File: config.mk
export PLATFORM = sky130hd
export DESIGN_NAME = key_matrix_scanner_top
export DESIGN_NICKNAME = d
export VERILOG_FILES = /design/src/kms_pkg.sv /design/src/kms_front.sv /design/src/kms_fifo.sv /design/src/kms_back.sv /design/src/key_matrix_scanner_top.sv
export SDC_FILE = /design/constraint.sdc
export NUM_CORES = 1
export LEC_CHECK = 0
export BUFFER_PORTS_ARGS = -buffer_cell sky130_fd_sc_hd__buf_2
export CAP_MARGIN = 25
export CORE_MARGIN = 1
export CORE_UTILIZATION = 57
export CTS_CLUSTER_DIAMETER = 150
export DETAILED_ROUTE_END_ITERATION = 10
export PLACE_DENSITY = 0.86
export SETUP_SLACK_MARGIN = 0.05
export SLEW_MARGIN = 20
export SYNTH_ARGS = -nofsm -noshare
export SYNTH_HDL_FRONTEND = slang
export SYNTH_HIERARCHICAL = 1
export SYNTH_SLANG_ARGS = --single-unit
File: constraint.sdc
create_clock -name clk -period 2.85 [get_ports clk]
set_clock_uncertainty 0.1 [all_clocks]
set_input_delay 0.57 -clock clk [delete_from_list [all_inputs] [get_ports clk]]
set_output_delay 0.57 -clock clk [all_outputs]
set_load 0.02 [all_outputs]
File: src/kms_pkg.sv
// Package for the key matrix scanner: widths, constants and the job record
// passed from the sample front end to the event back end. No dependencies.
`default_nettype none

package kms_pkg;

  localparam int ROW_W    = 9;   // row lines per column
  localparam int COL_W    = 3;   // column number width
  localparam int ROWIDX_W = 4;   // row number width inside key_code
  localparam int CODE_W   = 7;   // key_code width

  localparam logic [ROW_W-1:0] ROW_MASK = 9'h1ff;
  localparam logic [ROW_W-1:0] TOP_ROW  = 9'h100;

  // One scan tick after classification
  typedef struct packed {
    logic [ROW_W-1:0] diff;   // changed rows
    logic [ROW_W-1:0] prev;   // held rows before this tick
    logic [COL_W-1:0] col;    // column sampled
    logic [COL_W-1:0] nextc;  // column driven after this tick
  } job_t;

endpackage

`default_nettype wire

File: src/kms_front.sv
// Front end of the key matrix scanner: held-key map, column counter, change mask.
// Depends on kms_pkg.
`default_nettype none

module kms_front #(
  parameter int NUM_COLUMNS = 6
) (
  input  wire logic              clk,
  input  wire logic              rst_n,
  input  wire logic              accept,
  input  wire logic [8:0]        row_sample,
  output kms_pkg::job_t          job
);
  import kms_pkg::*;

  localparam int CIDX_W = (NUM_COLUMNS > 1) ? $clog2(NUM_COLUMNS) : 1;
  localparam logic [COL_W-1:0] LAST_COL = COL_W'(NUM_COLUMNS - 1);

  logic [ROW_W-1:0] held_r [NUM_COLUMNS];
  logic [COL_W-1:0] col_r;
  logic [COL_W-1:0] col_nxt;
  logic [ROW_W-1:0] sample;
  logic [ROW_W-1:0] prev;

  assign sample  = row_sample & ROW_MASK;
  assign prev    = held_r[col_r[CIDX_W-1:0]];
  assign col_nxt = (col_r == LAST_COL) ? '0 : col_r + COL_W'(1);

  always_comb begin
    job.diff  = (prev ^ sample) & ROW_MASK;
    job.prev  = prev;
    job.col   = col_r;
    job.nextc = col_nxt;
  end

  always_ff @(posedge clk) begin
    if (!rst_n) begin
      col_r <= '0;
      for (int i = 0; i < NUM_COLUMNS; i++) begin
        held_r[i] <= '0;
      end
    end else if (accept) begin
      held_r[col_r[CIDX_W-1:0]] <= sample;
      col_r <= col_nxt;
    end
  end

endmodule

`default_nettype wire

File: src/kms_fifo.sv
// Two-entry job queue between the scanner front end and back end.
// Depends on kms_pkg.
`default_nettype none

module kms_fifo (
  input  wire logic           clk,
  input  wire logic           rst_n,
  input  wire logic           push,
  input  kms_pkg::job_t       push_job,
  output logic                full,
  input  wire logic           pop,
  output logic                head_valid,
  output kms_pkg::job_t       head_job
);
  import kms_pkg::*;

  job_t        mem_r [2];
  logic        wptr_r;
  logic        rptr_r;
  logic [1:0]  cnt_r;

  assign full       = (cnt_r == 2'd2);
  assign head_valid = (cnt_r != 2'd0);
  assign head_job   = mem_r[rptr_r];

  always_ff @(posedge clk) begin
    if (push) begin
      mem_r[wptr_r] <= push_job;
    end
  end

  always_ff @(posedge clk) begin
    if (!rst_n) begin
      wptr_r <= 1'b0;
      rptr_r <= 1'b0;
      cnt_r  <= 2'd0;
    end else begin
      if (push) begin
        wptr_r <= ~wptr_r;
      end
      if (pop) begin
        rptr_r <= ~rptr_r;
      end
      case ({push, pop})
        2'b10:   cnt_r <= cnt_r + 2'd1;
        2'b01:   cnt_r <= cnt_r - 2'd1;
        default: cnt_r <= cnt_r;
      endcase
    end
  end

endmodule

`default_nettype wire

File: src/kms_back.sv
// Back end of the key matrix scanner: walks the change mask from row 0 down, one
// event beat per cycle unless out_ready stalls, into a registered output. Depends on kms_pkg.
`default_nettype none

module kms_back (
  input  wire logic                      clk,
  input  wire logic                      rst_n,
  input  wire logic                      job_valid,
  input  kms_pkg::job_t                  job_in,
  output logic                           job_pop,
  output logic                           out_valid,
  input  wire logic                      out_ready,
  output logic                           out_event_valid,
  output logic [kms_pkg::CODE_W-1:0]     out_key_code,
  output logic                           out_released,
  output logic [kms_pkg::COL_W-1:0]      out_next_column,
  output logic                           out_last
);
  import kms_pkg::*;

  job_t                cur_r, cur_nxt;
  logic                busy_r, busy_nxt;
  logic                valid_r;
  logic                ev_r, rel_r, last_r;
  logic [CODE_W-1:0]   code_r;
  logic [COL_W-1:0]    nc_r;

  logic                advance;
  logic                src_ok;
  job_t                src;
  logic                found;
  logic [ROWIDX_W-1:0] r_idx;
  logic [ROW_W-1:0]    sel;
  logic [ROW_W-1:0]    rem;

  assign advance = !valid_r || out_ready;
  assign src_ok  = busy_r || job_valid;
  assign src     = busy_r ? cur_r : job_in;
  assign job_pop = advance && !busy_r && job_valid;

  // Pick the highest changed bit, which is the lowest row number
  always_comb begin
    found = 1'b0;
    r_idx = '0;
    for (int i = 0; i < ROW_W; i++) begin
      if (!found && src.diff[ROW_W-1-i]) begin
        found = 1'b1;
        r_idx = ROWIDX_W'(i);
      end
    end
  end

  assign sel = found ? (TOP_ROW >> r_idx) : '0;
  assign rem = src.diff & ~sel;

  always_comb begin
    cur_nxt      = src;
    cur_nxt.diff = rem;
    busy_nxt     = busy_r;
    if (advance) begin
      busy_nxt = src_ok && (rem != '0);
    end
  end

  always_ff @(posedge clk) begin
    if (!rst_n) begin
      valid_r <= 1'b0;
      busy_r  <= 1'b0;
    end else begin
      busy_r <= busy_nxt;
      if (advance) begin
        valid_r <= src_ok;
      end
    end
  end

  // Payload: load on every advancing cycle that has a source
  always_ff @(posedge clk) begin
    if (advance && src_ok) begin
      cur_r  <= cur_nxt;
      ev_r   <= found;
      code_r <= found ? {src.col, r_idx} : '0;
      rel_r  <= |(src.prev & sel);
      nc_r   <= src.nextc;
      last_r <= (rem == '0);
    end
  end

  assign out_valid       = valid_r;
  assign out_event_valid = ev_r;
  assign out_key_code    = code_r;
  assign out_released    = rel_r;
  assign out_next_column = nc_r;
  assign out_last        = last_r;

endmodule

`default_nettype wire

File: src/key_matrix_scanner_top.sv
// Key matrix scanner top: one result beat per cycle while out_tready is high;
// the first result of a tick passes through the job queue and the back end's
// output register. A tick with k changed rows yields max(k,1) result beats
// (1..9); a two-entry job queue lets ticks be taken while earlier ticks drain.
// Synchronous active-low reset clears the held-key map, column and job queue.
`default_nettype none

module key_matrix_scanner_top #(
  parameter int NUM_COLUMNS = 6
) (
  input  wire logic        clk,
  input  wire logic        rst_n,
  input  wire logic        in_tvalid,
  output logic             in_tready,
  input  wire logic [15:0] in_tdata,   // [8:0] row_sample, [15:9] zero
  output logic             out_tvalid,
  input  wire logic        out_tready,
  output logic [15:0]      out_tdata,  // [6:0] key_code, [7] released,
                                       // [10:8] next_column, [15:11] zero
  output logic             out_tuser,  // [0] event_valid
  output logic             out_tlast
);
  import kms_pkg::*;

  logic              accept;
  logic              q_full;
  logic              q_valid;
  logic              q_pop;
  job_t              f_job;
  job_t              q_job;
  logic [CODE_W-1:0] key_code;
  logic              released;
  logic [COL_W-1:0]  next_column;

  assign in_tready = !q_full;
  assign accept    = in_tvalid && in_tready;

  kms_front #(
    .NUM_COLUMNS(NUM_COLUMNS)
  ) u_front (
    .clk        (clk),
    .rst_n      (rst_n),
    .accept     (accept),
    .row_sample (in_tdata[8:0]),
    .job        (f_job)
  );

  kms_fifo u_fifo (
    .clk        (clk),
    .rst_n      (rst_n),
    .push       (accept),
    .push_job   (f_job),
    .full       (q_full),
    .pop        (q_pop),
    .head_valid (q_valid),
    .head_job   (q_job)
  );

  kms_back u_back (
    .clk             (clk),
    .rst_n           (rst_n),
    .job_valid       (q_valid),
    .job_in          (q_job),
    .job_pop         (q_pop),
    .out_valid       (out_tvalid),
    .out_ready       (out_tready),
    .out_event_valid (out_tuser),
    .out_key_code    (key_code),
    .out_released    (released),
    .out_next_column (next_column),
    .out_last        (out_tlast)
  );

  assign out_tdata = {5'b0, next_column, released, key_code};

endmodule

`default_nettype wire
==> results.md <==
- Final setup fails: 0
- Synth warn: 6
- Synthesized instance count: between 500 and 600
- CP endpoint kind: register
- Setup CP Type: reg2reg
- RSZ-0062 raised after global routing: no
- Final ANT Viol Nets: 0
- Clock root buffer: clkbuf_16
- Most common cell after layout, fill and taps aside: edfxtp_1
- Cts bufs inserted: 17
- Die Y: between 100 and 150 um
- CP max FO: 24
- DPL Wire Length: 8.53 mm
- Initial Util: 58.6%
- Routed wire length per instance: 17.6 um
- Antenna diodes: 0
- Pwr/cell area: roughly 1000 nW/um2
- Worst path arrival time: 2650 ps
- Num rows: 41
- LEAKAGE: 0.00302 uW
- Met3 Track Usage GR: 5.39%
- Gpl congestion: 0.926
- Bufs on Longest Clock Path: 2
- Number of max-cap violations: 0
- Top Usage Layer GRT: met2
- CTS Hold Buffers Added: 0
- CP required: 3040 ps
- Yosys cell types: 59
- DIE AREA: 13,400 um2
- H-tree depth: 4
- Global-route wire length before repair: 21.3 mm
- PortBufs: 27
- Hold crit path type: in2reg
- Die X: 116 um
- Core Util, Final: 65.9%
- Worst-margin pin slew: 598 ps
- Synthesized area per cell: about 14 um2
- Core Region: 12,600 um2
- Setup tns final: 0 ps
- Fmax: 406 MHz
- Pre-antenna DRT Iters: 5
- I/O pin count: 40
- Grt ovf: 0
- Met2 usage: 37.6%
- Synthesis-stage register bit count: 167
- Largest net degree at the start of global routing: 32
- CTS tree: built
- # DRC: 0
- Final #Nets: 577
- Slew Limit Headroom: 60.0%
- Setup bufs post-CTS: 0
- Crit start category: register
- Fin crit period: 2460 ps
- CTS Sinks: around 170
- Proportion of layout cells with a drive suffix above 1: between 20% and 30%
- Tot Pwr: 8700 uW
- Via count: 4,214
- Synthesized cell area: ~7400 um2
- Status: finished, final reports clean
- Area Growth Syn to Fin: 12.5%
- Sequential element share of the synthesized area: 66.0%
- Vias in the first global route: 4,256
- Clk_lat worst skew: 420 ps
- Max Slew Vio Count: 0
- Met1 Use GR: 25.4%
- Final Hold Fails: 0
- Initial antenna violation count: 0
- CTS resizes: 0
- Final Cycle Share: ~86%
- Detailed Route WL: approximately 13 mm
- Max rail drop VDD: roughly 560 uV
- Clock-pin slew on the worst setup and hold paths: 60 ps
- Global Route Usage Sum: a little over a fifth
- Vias/cell: around 5.7
- DR iter-0 viols: 417
- Most frequent cells in the layout: 154 x edfxtp_1, 57 x nor2_1, 53 x mux2_2
## layer usage
metal | wire [um] | vias up
met4 | 193 | 0
met3 | 582 | 19
met1 | 5270 | 2089
met5 | 0 | -
met2 | 6970 | 125
li1 | - | 1981
## layout make-up
cell class | instances | area, um2
clock buffer | 20 | 437
fill | 872 | 4300
timing repair buffer | 47 | 298
clock inverter | 12 | 178
sequential | 167 | 4890
multi-input combinational | 308 | 2250
inverter | 15 | 56.3
tap | 172 | 215
## kinds of logic after synthesis
kind of cell,count (synthesis),synth area share [%]
compound gates,59,6.83
other cells,2,0.102
simple gates,151,10.1
flops,167,66.0
mux,78,11.5
buf+inv,46,3.74
fa+ha+maj,1,0.169
xor+xnor,13,1.54
## cell usage after synthesis (all sizes together)
| cell type | n | area [um2] |
|---|---|---|
| edfxtp | 154 | 4620 |
| nor2 | 60 | 235 |
| mux2 | 53 | 597 |
| nand2 | 31 | 121 |
| mux2i | 25 | 250 |
| buf | 24 | 193 |
| and2 | 16 | 100 |
| inv | 15 | 56.3 |
| dfxtp | 13 | 260 |
| xor2 | 11 | 96.3 |
| nor2b | 10 | 62.6 |
| a221oi | 9 | 123 |
| a21boi | 8 | 60.1 |
| a21oi | 8 | 40.0 |
| clkbuf | 7 | 27.5 |
| nand2b | 7 | 43.8 |
| o22ai | 7 | 43.8 |
| nand4 | 5 | 31.3 |
| o21ai | 5 | 25.0 |
| and3 | 4 | 25.0 |
| or3 | 4 | 30.0 |
| a22oi | 3 | 36.3 |
| nand3 | 3 | 15.0 |
| o32ai | 3 | 41.3 |
| or2 | 3 | 18.8 |
| a211o | 2 | 17.5 |
| a31oi | 2 | 12.5 |
| and3b | 2 | 17.5 |
| conb | 2 | 7.51 |
| nor3 | 2 | 10.0 |
| o211a | 2 | 20.0 |
| o21a | 2 | 15.0 |
| or3b | 2 | 20.0 |
| xnor2 | 2 | 17.5 |
| a221o | 1 | 10.0 |
| a32o | 1 | 10.0 |
| a32oi | 1 | 8.76 |
| a41oi | 1 | 8.76 |
| and2b | 1 | 8.76 |
| ha | 1 | 12.5 |
| nand4b | 1 | 8.76 |
| o2111ai | 1 | 8.76 |
| o211ai | 1 | 7.51 |
| o221ai | 1 | 8.76 |
| o22a | 1 | 8.76 |
## state kept, by name, summed over array words and instances (netlist names), named ones only
signal and count:
u_back/busy_r 1, u_back/cur_r 21, u_back/out_event_valid 1, u_back/out_key_code 7, u_back/out_last 1, u_back/out_next_column 3, u_back/out_released 1, u_back/out_valid 1
u_fifo/cnt_r 2, u_fifo/mem_r 48, u_fifo/rptr_r 1, u_fifo/wptr_r 1, u_front/col_r 3, u_front/held_r 72
## final timing paths
path	start	endpoint	slack (ps)	depth (start not counted)
worst max-delay path	register	u_back/out_last$_DFFE_PP_	390	7
worst min-delay path	in_tdata[3]	u_front/held_r[0][3]$_SDFFCE_PN0P_	390	2
worst max register to register	register	u_back/out_last$_DFFE_PP_	390	7
worst min register to register	u_fifo/cnt_r[1]$_SDFFE_PN0P_	u_fifo/cnt_r[1]$_SDFFE_PN0P_	420	2
## per-stage QoR
stage	instances	setup WS (ps)	cell area (um2)	hold WS, ps
4_1_cts	741	401	8320	377
5_1_grt	741	296	8320	378
3_5_place_dp	709	430	7710	401
3_3_place_gp	709	463	7710	369
6_report	741	386	8320	387
2_1_floorplan	521	440	7410	324
## critical path, cell delays in order (launching register included)
cell and delay (ps):
dfxtp_1 350, buf_12 180, mux2_2 360, or3_1 410, a22oi_4 340, a32oi_1 160
nor2_1 220, and3_1 180
## power breakdown
group	switching (uW)	leakage, uW	internal [uW]
clock network	884	0.000286	1460
logic	1490	0.00112	1060
registers	284	0.00161	3520
total	2660	0.00302	6040
Power figures use the tool's default switching activity.
